<file path="config.mk">
export PLATFORM = sky130hd
export DESIGN_NAME = step_dir_pulse_generator_unit_flat
export DESIGN_NICKNAME = d
export VERILOG_FILES = /design/src/rtl/core/sdpg_pkg.sv /design/src/rtl/core/sdpg_ifs.sv /design/src/rtl/core/sdpg_divider.sv /design/src/rtl/core/step_dir_pulse_generator_unit.sv /design/src/flat_wrapper.sv
export SDC_FILE = /design/constraint.sdc
export NUM_CORES = 1
export LEC_CHECK = 0
export ABC_AREA = 1
export BUFFER_PORTS_ARGS = -buffer_cell sky130_fd_sc_hd__buf_2
export CORE_ASPECT_RATIO = 0.9
export CORE_MARGIN = 2
export CORE_UTILIZATION = 46
export CTS_BUF_LIST = sky130_fd_sc_hd__clkbuf_16
export CTS_CLUSTER_SIZE = 14
export DETAILED_ROUTE_END_ITERATION = 6
export SLEW_MARGIN = 25
export SYNTH_ARGS = -nofsm -noshare
export SYNTH_HDL_FRONTEND = slang
export SYNTH_SLANG_ARGS = --single-unit
export TNS_END_PERCENT = 1
</file>
<file path="constraint.sdc">
create_clock -name clock -period 12.5 [get_ports clock]
set_clock_uncertainty 0.1 [all_clocks]
set_input_delay 1.25 -clock clock [delete_from_list [all_inputs] [get_ports clock]]
set_output_delay 1.25 -clock clock [all_outputs]
set_load 0.005 [all_outputs]
</file>
<file path="src/rtl/core/sdpg_pkg.sv">
// Shared types, constants and register indexes of the step/dir pulse generator.
package sdpg_pkg;

   localparam int TIME_BITS_DEFAULT = 32;
   localparam int SPEED_W           = 24;
   localparam int CFG_W             = 10;
   localparam int POS_W             = 32;
   localparam int CSR_IDX_W         = 1;

   // Interval numerator: 1e6 us/s times 16 for the four speed fraction bits.
   localparam logic [SPEED_W-1:0] INTERVAL_NUM = 24'd16000000;

   localparam logic [CFG_W-1:0] PULSE_HIGH_RESET = 10'd2;
   localparam logic [CFG_W-1:0] DIR_SETUP_RESET  = 10'd5;

   typedef enum logic [CSR_IDX_W-1:0] {
      REG_PULSE_HIGH = 1'b0,
      REG_DIR_SETUP  = 1'b1
   } csr_index_type;

   typedef enum logic [2:0] {
      ST_IDLE,
      ST_DIR,
      ST_DIV,
      ST_SCHED,
      ST_EMIT
   } state_type;

endpackage

</file>
<file path="src/rtl/core/sdpg_ifs.sv">
// Request and response channel interfaces of the step/dir pulse generator.
interface sdpg_req_if;
   logic                           valid;
   logic                           ready;
   logic                           enable_in;
   logic                           direction_in;
   logic [sdpg_pkg::SPEED_W-1:0]   speed_q4;

   modport source (output valid, output enable_in, output direction_in, output speed_q4,
                   input ready);
   modport sink (input valid, input enable_in, input direction_in, input speed_q4,
                 output ready);
endinterface

interface sdpg_rsp_if;
   logic                                valid;
   logic                                ready;
   logic                                step_level;
   logic                                dir_level;
   logic                                step_done;
   logic signed [sdpg_pkg::POS_W-1:0]   position;

   modport source (output valid, output step_level, output dir_level, output step_done,
                   output position, input ready);
   modport sink (input valid, input step_level, input dir_level, input step_done,
                 input position, output ready);
endinterface

</file>
<file path="src/rtl/core/sdpg_divider.sv">
// Restoring radix-2 divider, one quotient bit per cycle.
module sdpg_divider #(
   parameter int Width = sdpg_pkg::SPEED_W
) (
   input  logic             clock,
   input  logic             reset,
   input  logic             start,
   input  logic [Width-1:0] dividend,
   input  logic [Width-1:0] divisor,
   output logic             done,
   output logic [Width-1:0] quotient
);

   localparam int CntW = $clog2(Width + 1);
   localparam logic [CntW-1:0] LastCnt = CntW'(Width - 1);

   logic             busy_ff, busy_in;
   logic             done_ff, done_in;
   logic [CntW-1:0]  cnt_ff, cnt_in;
   logic [Width-1:0] rem_ff, rem_in;
   logic [Width-1:0] quo_ff, quo_in;
   logic [Width-1:0] dsr_ff, dsr_in;
   logic [Width:0]   shifted;
   logic [Width:0]   diff;

   always_comb begin
      shifted = {rem_ff, quo_ff[Width-1]};
      diff    = shifted - {1'b0, dsr_ff};
      busy_in = busy_ff;
      done_in = 1'b0;
      cnt_in  = cnt_ff;
      rem_in  = rem_ff;
      quo_in  = quo_ff;
      dsr_in  = dsr_ff;
      if (start) begin
         busy_in = 1'b1;
         cnt_in  = '0;
         rem_in  = '0;
         quo_in  = dividend;
         dsr_in  = divisor;
      end else if (busy_ff) begin
         // keep the trial difference when it does not borrow
         if (!diff[Width]) begin
            rem_in = diff[Width-1:0];
            quo_in = {quo_ff[Width-2:0], 1'b1};
         end else begin
            rem_in = shifted[Width-1:0];
            quo_in = {quo_ff[Width-2:0], 1'b0};
         end
         cnt_in = cnt_ff + CntW'(1);
         if (cnt_ff == LastCnt) begin
            busy_in = 1'b0;
            done_in = 1'b1;
         end
      end
   end

   always_ff @(posedge clock) begin
      if (reset) begin
         busy_ff <= 1'b0;
         done_ff <= 1'b0;
         cnt_ff  <= '0;
      end else begin
         busy_ff <= busy_in;
         done_ff <= done_in;
         cnt_ff  <= cnt_in;
      end
      rem_ff <= rem_in;
      quo_ff <= quo_in;
      dsr_ff <= dsr_in;
   end

   assign done     = done_ff;
   assign quotient = quo_ff;

endmodule

</file>
<file path="src/rtl/core/step_dir_pulse_generator_unit.sv">
// Top level of the step/dir pulse generator: sequencer, scheduler state and output register.
//
// Each request is one microsecond tick carrying enable, direction and a Q20.4 speed in
// steps per second; each request yields exactly one response with the step line level,
// the direction line (1 forward), a step-completed flag on the falling step edge and a
// wrapping signed position (reverse counts up). A tick passes through the idle, direction,
// schedule and emit states to a loaded response register when the speed is unchanged; a
// tick that changes the speed to a nonzero value also runs the radix-2 divider for
// floor(16000000 / speed), one quotient bit per cycle, in a divide state before scheduling.
// The block holds req_chan.ready low while a tick is in progress and takes the next request
// as soon as the response is loaded, even if it has not yet been taken. Configuration writes
// (pulse_high_us at index 0, dir_setup_us at index 1) are applied at once and belong between
// ticks. Time runs modulo 2^TimeBits; an edge is due once the current time is at or past it
// by less than half the time range.
module step_dir_pulse_generator_unit #(
   parameter int TimeBits = sdpg_pkg::TIME_BITS_DEFAULT
) (
   input  logic                              clock,
   input  logic                              reset,
   sdpg_req_if.sink                          req_chan,
   sdpg_rsp_if.source                        rsp_chan,
   input  logic                              csr_we,
   input  logic [sdpg_pkg::CSR_IDX_W-1:0]    csr_index,
   input  logic [sdpg_pkg::CFG_W-1:0]        csr_wdata
);

   localparam int SpW   = sdpg_pkg::SPEED_W;
   localparam int CfW   = sdpg_pkg::CFG_W;
   localparam int PosW  = sdpg_pkg::POS_W;
   localparam int WideW = (TimeBits > SpW) ? TimeBits : SpW;

   sdpg_pkg::state_type state_ff, state_in;

   // configuration
   logic [CfW-1:0]      pulse_high_ff, pulse_high_in;
   logic [CfW-1:0]      dir_setup_ff, dir_setup_in;

   // latched request
   logic                en_ff, en_in;
   logic                dir_ff, dir_in;
   logic [SpW-1:0]      speed_ff, speed_in;

   // scheduler state
   logic [TimeBits-1:0] now_ff, now_in;
   logic [TimeBits-1:0] due_ff, due_in;
   logic                pulse_hi_ff, pulse_hi_in;
   logic                run_ff, run_in;
   logic                cur_dir_ff, cur_dir_in;
   logic [SpW-1:0]      interval_ff, interval_in;
   logic [SpW-1:0]      last_speed_ff, last_speed_in;
   logic [PosW-1:0]     pos_ff, pos_in;
   logic                done_ff, done_in;

   // response register
   logic                rsp_valid_ff, rsp_valid_in;
   logic                rsp_step_ff, rsp_step_in;
   logic                rsp_dir_ff, rsp_dir_in;
   logic                rsp_done_ff, rsp_done_in;
   logic [PosW-1:0]     rsp_pos_ff, rsp_pos_in;

   // divider
   logic                div_start;
   logic                div_done;
   logic [SpW-1:0]      div_quo;

   // scheduler arithmetic
   logic [TimeBits-1:0] guard_time;
   logic [TimeBits-1:0] guard_gap;
   logic [TimeBits-1:0] now_gap;
   logic                edge_due;
   logic [SpW-1:0]      low_wait;
   logic [WideW-1:0]    low_sum;
   logic [TimeBits-1:0] high_end;

   logic                req_fire;

   assign req_fire = req_chan.valid && req_chan.ready;

   sdpg_divider #(
      .Width (SpW)
   ) u_div (
      .clock    (clock),
      .reset    (reset),
      .start    (div_start),
      .dividend (sdpg_pkg::INTERVAL_NUM),
      .divisor  (speed_ff),
      .done     (div_done),
      .quotient (div_quo)
   );

   always_comb begin
      guard_time = now_ff + TimeBits'(dir_setup_ff);
      guard_gap  = guard_time - due_ff;
      now_gap    = now_ff - due_ff;
      edge_due   = !now_gap[TimeBits-1];
      // low phase saturates at zero when the interval is shorter than the pulse
      low_wait   = (interval_ff > SpW'(pulse_high_ff)) ? interval_ff - SpW'(pulse_high_ff) : '0;
      low_sum    = WideW'(now_ff) + WideW'(low_wait);
      high_end   = now_ff + TimeBits'(pulse_high_ff);
   end

   always_comb begin
      state_in      = state_ff;
      pulse_high_in = pulse_high_ff;
      dir_setup_in  = dir_setup_ff;
      en_in         = en_ff;
      dir_in        = dir_ff;
      speed_in      = speed_ff;
      now_in        = now_ff;
      due_in        = due_ff;
      pulse_hi_in   = pulse_hi_ff;
      run_in        = run_ff;
      cur_dir_in    = cur_dir_ff;
      interval_in   = interval_ff;
      last_speed_in = last_speed_ff;
      pos_in        = pos_ff;
      done_in       = done_ff;
      rsp_valid_in  = rsp_valid_ff && !rsp_chan.ready;
      rsp_step_in   = rsp_step_ff;
      rsp_dir_in    = rsp_dir_ff;
      rsp_done_in   = rsp_done_ff;
      rsp_pos_in    = rsp_pos_ff;
      div_start     = 1'b0;
      req_chan.ready = 1'b0;

      if (csr_we) begin
         unique case (sdpg_pkg::csr_index_type'(csr_index))
            sdpg_pkg::REG_PULSE_HIGH: pulse_high_in = csr_wdata;
            sdpg_pkg::REG_DIR_SETUP:  dir_setup_in  = csr_wdata;
            default: ;
         endcase
      end

      unique case (state_ff)
         sdpg_pkg::ST_IDLE: begin
            req_chan.ready = 1'b1;
            if (req_chan.valid) begin
               en_in    = req_chan.enable_in;
               dir_in   = req_chan.direction_in;
               speed_in = req_chan.speed_q4;
               state_in = sdpg_pkg::ST_DIR;
            end
         end
         sdpg_pkg::ST_DIR: begin
            // apply enable and direction, then decide whether a new interval is needed
            run_in = en_ff;
            if (!en_ff) begin
               pulse_hi_in = 1'b0;
            end
            if (dir_ff != cur_dir_ff) begin
               cur_dir_in = dir_ff;
               if (guard_time != due_ff && !guard_gap[TimeBits-1]) begin
                  due_in = guard_time;
               end
            end
            state_in = sdpg_pkg::ST_SCHED;
            if (speed_ff != last_speed_ff) begin
               last_speed_in = speed_ff;
               if (speed_ff == '0) begin
                  interval_in = '0;
               end else begin
                  div_start = 1'b1;
                  state_in  = sdpg_pkg::ST_DIV;
               end
            end
         end
         sdpg_pkg::ST_DIV: begin
            if (div_done) begin
               interval_in = (div_quo == '0) ? SpW'(1) : div_quo;
               state_in    = sdpg_pkg::ST_SCHED;
            end
         end
         sdpg_pkg::ST_SCHED: begin
            done_in = 1'b0;
            if (run_ff && interval_ff != '0 && edge_due) begin
               if (!pulse_hi_ff) begin
                  pulse_hi_in = 1'b1;
                  due_in      = high_end;
               end else begin
                  pulse_hi_in = 1'b0;
                  done_in     = 1'b1;
                  pos_in      = cur_dir_ff ? pos_ff + PosW'(1) : pos_ff - PosW'(1);
                  due_in      = low_sum[TimeBits-1:0];
               end
            end
            now_in   = now_ff + TimeBits'(1);
            state_in = sdpg_pkg::ST_EMIT;
         end
         sdpg_pkg::ST_EMIT: begin
            // load the response once the previous one has been taken
            if (!rsp_valid_ff || rsp_chan.ready) begin
               rsp_valid_in = 1'b1;
               rsp_step_in  = pulse_hi_ff;
               rsp_dir_in   = !cur_dir_ff;
               rsp_done_in  = done_ff;
               rsp_pos_in   = pos_ff;
               state_in     = sdpg_pkg::ST_IDLE;
            end
         end
         default: state_in = sdpg_pkg::ST_IDLE;
      endcase
   end

   always_ff @(posedge clock) begin
      if (reset) begin
         state_ff <= sdpg_pkg::ST_IDLE;
      end else begin
         state_ff <= state_in;
      end
   end

   always_ff @(posedge clock) begin
      if (reset) begin
         pulse_high_ff <= sdpg_pkg::PULSE_HIGH_RESET;
         dir_setup_ff  <= sdpg_pkg::DIR_SETUP_RESET;
         now_ff        <= '0;
         due_ff        <= '0;
         pulse_hi_ff   <= 1'b0;
         run_ff        <= 1'b1;
         cur_dir_ff    <= 1'b0;
         interval_ff   <= '0;
         last_speed_ff <= '0;
         pos_ff        <= '0;
         done_ff       <= 1'b0;
         rsp_valid_ff  <= 1'b0;
      end else begin
         pulse_high_ff <= pulse_high_in;
         dir_setup_ff  <= dir_setup_in;
         now_ff        <= now_in;
         due_ff        <= due_in;
         pulse_hi_ff   <= pulse_hi_in;
         run_ff        <= run_in;
         cur_dir_ff    <= cur_dir_in;
         interval_ff   <= interval_in;
         last_speed_ff <= last_speed_in;
         pos_ff        <= pos_in;
         done_ff       <= done_in;
         rsp_valid_ff  <= rsp_valid_in;
      end
      en_ff       <= en_in;
      dir_ff      <= dir_in;
      speed_ff    <= speed_in;
      rsp_step_ff <= rsp_step_in;
      rsp_dir_ff  <= rsp_dir_in;
      rsp_done_ff <= rsp_done_in;
      rsp_pos_ff  <= rsp_pos_in;
   end

   assign rsp_chan.valid      = rsp_valid_ff;
   assign rsp_chan.step_level = rsp_step_ff;
   assign rsp_chan.dir_level  = rsp_dir_ff;
   assign rsp_chan.step_done  = rsp_done_ff;
   assign rsp_chan.position   = rsp_pos_ff;

   // a tick blocks further requests until its response is loaded
   a_busy_after_accept: assert property (@(posedge clock) disable iff (reset)
      req_fire |=> !req_chan.ready)
      else $error("request accepted while a tick was in progress");

   // a completed step is always the falling edge of the step line
   a_done_is_falling: assert property (@(posedge clock) disable iff (reset)
      rsp_chan.valid && rsp_chan.step_done |-> !rsp_chan.step_level)
      else $error("step_done reported with step line high");

   // the position moves only in the scheduling cycle of a completed step
   a_pos_only_on_step: assert property (@(posedge clock) disable iff (reset)
      pos_ff != $past(pos_ff) |-> $past(state_ff == sdpg_pkg::ST_SCHED) && done_ff)
      else $error("position moved outside a completed step");

   // the divider reports a quotient only while the sequencer waits for it
   a_div_done_in_div: assert property (@(posedge clock) disable iff (reset)
      div_done |-> state_ff == sdpg_pkg::ST_DIV)
      else $error("divider finished outside the divide state");

endmodule

</file>
<file path="src/flat_wrapper.sv">
// flat-port wrapper written by rule: the top's interface ports become plain ports
module step_dir_pulse_generator_unit_flat 
#(
   parameter int TimeBits = sdpg_pkg::TIME_BITS_DEFAULT
)
  (clock, reset, csr_we, csr_index, csr_wdata, req_chan_valid, req_chan_enable_in, req_chan_direction_in, req_chan_speed_q4, req_chan_ready, rsp_chan_valid, rsp_chan_step_level, rsp_chan_dir_level, rsp_chan_step_done, rsp_chan_position, rsp_chan_ready);
  sdpg_req_if req_chan_i ();
  sdpg_rsp_if rsp_chan_i ();
  input  logic clock;
  input  logic reset;
  input  logic csr_we;
  input  logic [sdpg_pkg::CSR_IDX_W-1:0] csr_index;
  input  logic [sdpg_pkg::CFG_W-1:0] csr_wdata;
  input wire logic [$bits(req_chan_i.valid)-1:0] req_chan_valid;
  input wire logic [$bits(req_chan_i.enable_in)-1:0] req_chan_enable_in;
  input wire logic [$bits(req_chan_i.direction_in)-1:0] req_chan_direction_in;
  input wire logic [$bits(req_chan_i.speed_q4)-1:0] req_chan_speed_q4;
  output wire logic [$bits(req_chan_i.ready)-1:0] req_chan_ready;
  output wire logic [$bits(rsp_chan_i.valid)-1:0] rsp_chan_valid;
  output wire logic [$bits(rsp_chan_i.step_level)-1:0] rsp_chan_step_level;
  output wire logic [$bits(rsp_chan_i.dir_level)-1:0] rsp_chan_dir_level;
  output wire logic [$bits(rsp_chan_i.step_done)-1:0] rsp_chan_step_done;
  output wire logic [$bits(rsp_chan_i.position)-1:0] rsp_chan_position;
  input wire logic [$bits(rsp_chan_i.ready)-1:0] rsp_chan_ready;
  assign req_chan_i.valid = req_chan_valid;
  assign req_chan_i.enable_in = req_chan_enable_in;
  assign req_chan_i.direction_in = req_chan_direction_in;
  assign req_chan_i.speed_q4 = req_chan_speed_q4;
  assign req_chan_ready = req_chan_i.ready;
  assign rsp_chan_valid = rsp_chan_i.valid;
  assign rsp_chan_step_level = rsp_chan_i.step_level;
  assign rsp_chan_dir_level = rsp_chan_i.dir_level;
  assign rsp_chan_step_done = rsp_chan_i.step_done;
  assign rsp_chan_position = rsp_chan_i.position;
  assign rsp_chan_i.ready = rsp_chan_ready;
  step_dir_pulse_generator_unit #(.TimeBits(TimeBits)) u_core (.clock(clock), .reset(reset), .req_chan(req_chan_i), .rsp_chan(rsp_chan_i), .csr_we(csr_we), .csr_index(csr_index), .csr_wdata(csr_wdata));
endmodule
</file>
# ---- Word level (Yosys, flattened, before mapping)
# Index checks and enable logic that the tools add are counted.
dict set report op_classes {
  add_sub_neg 11
  bitwise 2
  muxes 36
  eq_ne 17
  n_reduce_logical 29
  magnitude_cmp 1
}
# op n
set op_table {}
lappend op_table {{two-way mux 32 bit} 5}
lappend op_table {{two-way mux 24 bit} 6}
lappend op_table {{adder 32 x 1 -> 32 bit, second input constant} 2}
lappend op_table {{adder 32 x 10 -> 32 bit} 2}
lappend op_table {{one-hot mux 32 bit (2 select lines)} 1}
lappend op_table {{subtractor 32 bit} 2}
lappend op_table {{logical NOT 24 bit} 2}
lappend op_table {{one-hot mux 24 bit (2 select lines)} 1}
lappend op_table {{adder 32 x 24 -> 32 bit} 1}
lappend op_table {{!= test 32 bit} 1}
lappend op_table {{subtractor 32 x 1 -> 32 bit, second input constant} 1}
lappend op_table {{subtractor 25 x 24 -> 25 bit} 1}
lappend op_table {{> comparator 24 x 10 -> 1 bit} 1}
lappend op_table {{!= test 24 bit} 1}
lappend op_table {{nonzero test 24 bit} 1}
lappend op_table {{subtractor 24 x 10 -> 24 bit} 1}
lappend op_table {{two-way mux 1 bit} 17}
lappend op_table {{one-hot mux 3 bit (5 select lines)} 1}
lappend op_table {{two-way mux 3 bit} 4}
lappend op_table {{!= test 2 x 1 -> 1 bit, second input constant} 6}
lappend op_table {{AND reduction 2 bit} 6}
lappend op_table {{AND reduction 3 bit} 3}
lappend op_table {{AND reduction 4 bit} 2}
lappend op_table {{equality test 3 x 2 -> 1 bit, second input constant} 2}
lappend op_table {{other kinds (15)} 26}
dict set report totals {
  ff_bits 312
  out_inout_bits 37
  elab_cells 122
}

# ---- Longest topological paths before layout
dict set report depth {
  word_depth 7
  depth_mapped 30
  ltp_nobuf 29
}

# ---- Modules after synthesis
# From an unflattened synthesis, not the netlist that was laid out.
dict set report hier_totals {
  cells_unflattened 3126
  area_unflattened_um2 21560.7
}
# mod area_each_um2 cells_per_inst seq_area_each_um2 n_inst
set modules_own_cells {}
lappend modules_own_cells {step_dir_pulse_generator_unit 16490.8 2391 5275.1 1}
lappend modules_own_cells {sdpg_divider 5069.9 735 2062.0 1}

# ---- Worst setup path before layout
# Ideal clock, no wire load.
dict set report synth_path {
  path_type {register to register}
  startpoint {reg u_core.interval_ff[0]}
  endpoint {reg u_core.due_ff[18]}
  period_less_slack_ns 3.952
  stages_incl_launch_ff 27
  path_slack_ns 8.548
  setup_time_ns 0.115
  t_arrival_ns 3.737
  path_cell_list {dfxtp_1 -> inv_1 -> ha_1 -> fa_1 -> nor3_1 -> nor2_1 -> o221ai_2 -> nand3_1 -> nand3_1 -> nand3_1 -> buf_2 -> o21ai_0 -> ha_1 -> inv_1 -> fa_1 -> inv_1 -> nand3_1 -> nand2_1 -> a21boi_0 -> o21ai_0 -> nand2_1 -> nand3_1 -> nand3_1 -> nand2_1 -> nand3_1 -> nand2_1 -> nor2_1}
}
dict set report synth_between {
  elab_chain_cells 6
  elab_cells_between_ends 12
}
# item line
set synth_lines {}
lappend synth_lines {{start, declared} step_dir_pulse_generator_unit.sv:49} ;# logic [SpW-1:0] interval_ff, interval_in;
lappend synth_lines {{start signal, assigned} step_dir_pulse_generator_unit.sv:234} ;# interval_ff <= interval_in;
lappend synth_lines {{subtractor 24 x 10 -> 24 bit or > comparator 24 x 10 -> 1 bit (tied branches)} step_dir_pulse_generator_unit.sv:97} ;# low_wait = (interval_ff > SpW'(pulse_high_ff)) ? interval_ff - SpW'(pulse_high_ff) : '0;
lappend synth_lines {{two-way mux 24 bit} step_dir_pulse_generator_unit.sv:97}
lappend synth_lines {{adder 32 x 24 -> 32 bit} step_dir_pulse_generator_unit.sv:98} ;# low_sum = WideW'(now_ff) + WideW'(low_wait);
lappend synth_lines {{two-way mux 32 bit} step_dir_pulse_generator_unit.sv:176} ;# if (!pulse_hi_ff) begin
lappend synth_lines {{two-way mux 32 bit} step_dir_pulse_generator_unit.sv:175} ;# if (run_ff && interval_ff != '0 && edge_due) begin
lappend synth_lines {{one-hot mux 32 bit (2 select lines)} step_dir_pulse_generator_unit.sv:134} ;# unique case (state_ff)
lappend synth_lines {{end signal, assigned} step_dir_pulse_generator_unit.sv:230} ;# due_ff <= due_in;
lappend synth_lines {{end, declared} step_dir_pulse_generator_unit.sv:45} ;# logic [TimeBits-1:0] due_ff, due_in;
# Parallel ways exist; a longest one is shown, timed or not. The select of a mux whose other input is x is not followed.
# A chain may end at the register's enable or synchronous reset.

# ---- Worst setup path in the final report
# Same ends and word-level chain as after synthesis.

==> results.toml <==
[worst_setup_path]
start_kind = "flip-flop"
worstPathArrival_ns = 5.65
cp_max_fo = 20
cp_num_buf_inv = 3
crit_top_cell = "nand3_1"
critPathTopFamily = "simple AND/OR/NAND/NOR gates"
crit_path_max_incr_delay_ns = 0.52
cp-end-kind = "flip-flop"
crit_slowest_cell = "nand3_1"
criticalPathCategory = "reg2reg"
crit_required_ns = 12.87

[floorplan]
die-area_um2 = 46570
dieWidth_um = 227.3
core-area_um2 = 44210
start_util = 0.4668
row_count = 73
io_pins = 79
die_y_um = 204.9

[clock_network]
hold_buffers = 0
cts.repair.resized = 0
cts_setup_buffers = 0
cts_tree = "done"
clk-insertion-delay-late_ns = 0.58
clock-sinks = 312
cts_buffers = 36
cts_max_level = 2
clockBufferDepth = 3
clk_pin_slew_ns = 0.07
root_buffer = "clkbuf_16"

[finish]
drive_gt1_frac = 0.06348
insertedDiodeCount = 0
areaGrowthSynthToFinish_pct = 10.39
nFillCells = 4495
nets = 3190
final_common_cell = "nand2_1"
multi_input_area_um2 = 11950
mostFrequentLayoutCells = "nand2_1, nor2_1, inv_1"
finish.instance_area_um2 = 22780
regArea_um2 = 7098

[power]
vdd_drop_max_mv = 0.1283
powerDensity_nw_per_um2 = 167.9
power.leakage_nw = 10.52

[placed_design]
placed_cell_area_um2 = 21520
dp_hpwl_um = 47540
gp_congestion = 0.9965
io_buffers = 78

[route]
drcViolationCount = 0
wl_per_cell_um = 17.30
drtIter0Drc = 1278
dr.pass1.iters = 5
finalWirelength_um = 62440
vias = 19390
antenna_left = 0
vias_per_cell = 5.372

[sta]
hold_viol_final = 0
rsz0062_at_grt = "no"
setup_viol = 0
min_period_ns = 5.279
fin_crit_sh = 0.4223
finalSetupTns_ns = 0
timing.fmax_mhz = 189.4
worst_slew_pin_slew_ns = 0.9875
maxSlewViolCount = 0
slew_headroom = 0.3407

[global_routing]
gr-total-overflow = 0
grt_use_total = 0.2740
antenna_found_initial = 0
grt_pass1_vias = 18890
grt_first_pass_wirelength_um = 101000
grt_max_degree = 87

[min_path]
hold_path.class = "reg2reg"

[yosys]
synth_seq_cells = 312
synth_fp_nets = 3146
synth_seq_area_share = 0.3439
yosysWarnings = 0
synthDistinctLibCells = 53
synth.avg_cell_area_um2 = 7.026
synthCells = 2937
synth_area_um2 = 20630

[flow_run]
maxCapViolations = 0

[status]
status = "finished, final reports clean"
## area by class of cell
type	instances	area share
clock buffer	37	0.04065
sequential	312	0.3116
tap	600	0.03296
timing repair buffer	88	0.02043
inverter	338	0.05575
clock inverter	29	0.01401
multi-input combinational	2205	0.5246
## Yosys cell counts (all sizes together)
| cell | n | area (um2) |
|---|---|---|
| nor4 | 22 | 143.9 |
| nor3b | 3 | 22.52 |
| nor2 | 383 | 1458 |
| nand3 | 180 | 915.9 |
| o31ai | 2 | 15.01 |
| o21bai | 13 | 97.59 |
| o221ai | 2 | 23.77 |
| and2 | 1 | 6.260 |
| a31oi | 4 | 25.02 |
| o21ai | 207 | 1040 |
| o22ai | 9 | 56.30 |
| ha | 162 | 2027 |
| a21oi | 281 | 1425 |
| or2 | 8 | 50.05 |
| a21o | 11 | 82.58 |
| nand2b | 1 | 6.260 |
| nand4 | 48 | 300.3 |
| xor2 | 62 | 543.0 |
| o211ai | 11 | 82.58 |
| dfxtp | 227 | 4544 |
| a211oi | 13 | 97.59 |
| o2111ai | 1 | 8.760 |
| a21boi | 1 | 7.510 |
| nand3b | 11 | 82.58 |
| nor2b | 1 | 6.260 |
| nor3 | 47 | 260.3 |
| clkinv | 2 | 7.510 |
| clkbuf | 48 | 181.4 |
| o21a | 4 | 30.03 |
| nand2 | 653 | 2491 |
| and3 | 2 | 12.51 |
| buf | 34 | 171.4 |
| fa | 5 | 100.1 |
| xnor2 | 57 | 499.2 |
| inv | 336 | 1261 |
| edfxtp | 85 | 2552 |
## where the power goes
part / leakage (nW) / switching, mW / internal (mW)
combinational: 7.21 / 0.924 / 0.474
clock: 0.629 / 0.455 / 0.665
sequential: 2.68 / 0.114 / 1.19
## stage by stage
stage	utilization	total power [mW]	hold slack [ns]	setup WS, ns	cells
final	0.5153	3.824	0.3531	7.221	3609
after global routing	0.5153	4.109	0.3716	6.740	3609
after CTS	0.5149	3.844	0.3534	7.243	3609
after detailed placement	0.4868	2.709	0.3267	7.307	3543
after global placement	0.4867	2.690	0.3182	7.418	3543
after floorplan	-	2.365	0.3086	8.548	2937
## logic make-up (layout without fill, tap and decap cells)
logic type	count (synthesis)	after routing	share of synthesized area
xor+xnor	119	119	0.05051
simple gates	1360	1360	0.2789
buf+inv	420	492	0.07858
compound gates	559	559	0.1450
fa+ha+maj	167	167	0.1031
flops	312	312	0.3439
## worst register-to-register path: stages (launching register included)
cell	delay, ns
dfxtp_1	0.34
inv_1	0.05
ha_1	0.21
fa_1	0.43
nor3_1	0.20
nor2_1	0.10
o221ai_2	0.25
nand3_1	0.11
nand3_1	0.10
nand3_1	0.52
o21ai_0	0.47
ha_1	0.28
inv_1	0.08
fa_1	0.39
inv_1	0.09
nand3_1	0.07
nand2_1	0.17
a21boi_0	0.26
o21ai_0	0.34
nand2_1	0.13
nand3_1	0.09
nand3_1	0.08
nand2_1	0.10
nand3_1	0.07
nand2_1	0.10
nor2_1	0.05
## state kept, by name (all words and copies together), names as in the netlist, 3 cells and up
name and flops:
u_core.interval_ff 24, u_core.rsp_chan.position 32, u_core.pulse_high_ff 10, u_core.u_div.cnt_ff 5
u_core.u_div.rem_ff 24, u_core.u_div.quotient 24, u_core.speed_ff 24, u_core.now_ff 32
u_core.due_ff 32, u_core.dir_setup_ff 10, u_core.u_div.dsr_ff 24, u_core.last_speed_ff 24
u_core.pos_ff 32, u_core.state_ff 3
## metal layers
metal  routed length (um)  up-vias  GRT usage  share of wire
met5                    0        -          0              0
met4                 2118        0    0.09757          0.034
met3                 3527      123    0.04231          0.056
met2                27670      514     0.4427           0.44
met1                29120     8908     0.3707           0.47
li1                     -     9843          -              -
## final timing paths
kind,from,slack (ns),cells past startpoint,end
max,u_core.interval_ff[0]$_SDFFE_PP0P_,7.22,25,u_core.due_ff[18]$_SDFFE_PP0P_
min,u_core.done_ff$_SDFFE_PP0P_,0.35,0,u_core.rsp_chan.step_done$_DFFE_PP_
max reg2reg,u_core.interval_ff[0]$_SDFFE_PP0P_,7.22,25,u_core.due_ff[18]$_SDFFE_PP0P_
min reg2reg,u_core.done_ff$_SDFFE_PP0P_,0.35,0,u_core.rsp_chan.step_done$_DFFE_PP_
No activity file was read; power rests on OpenSTA's default activity.
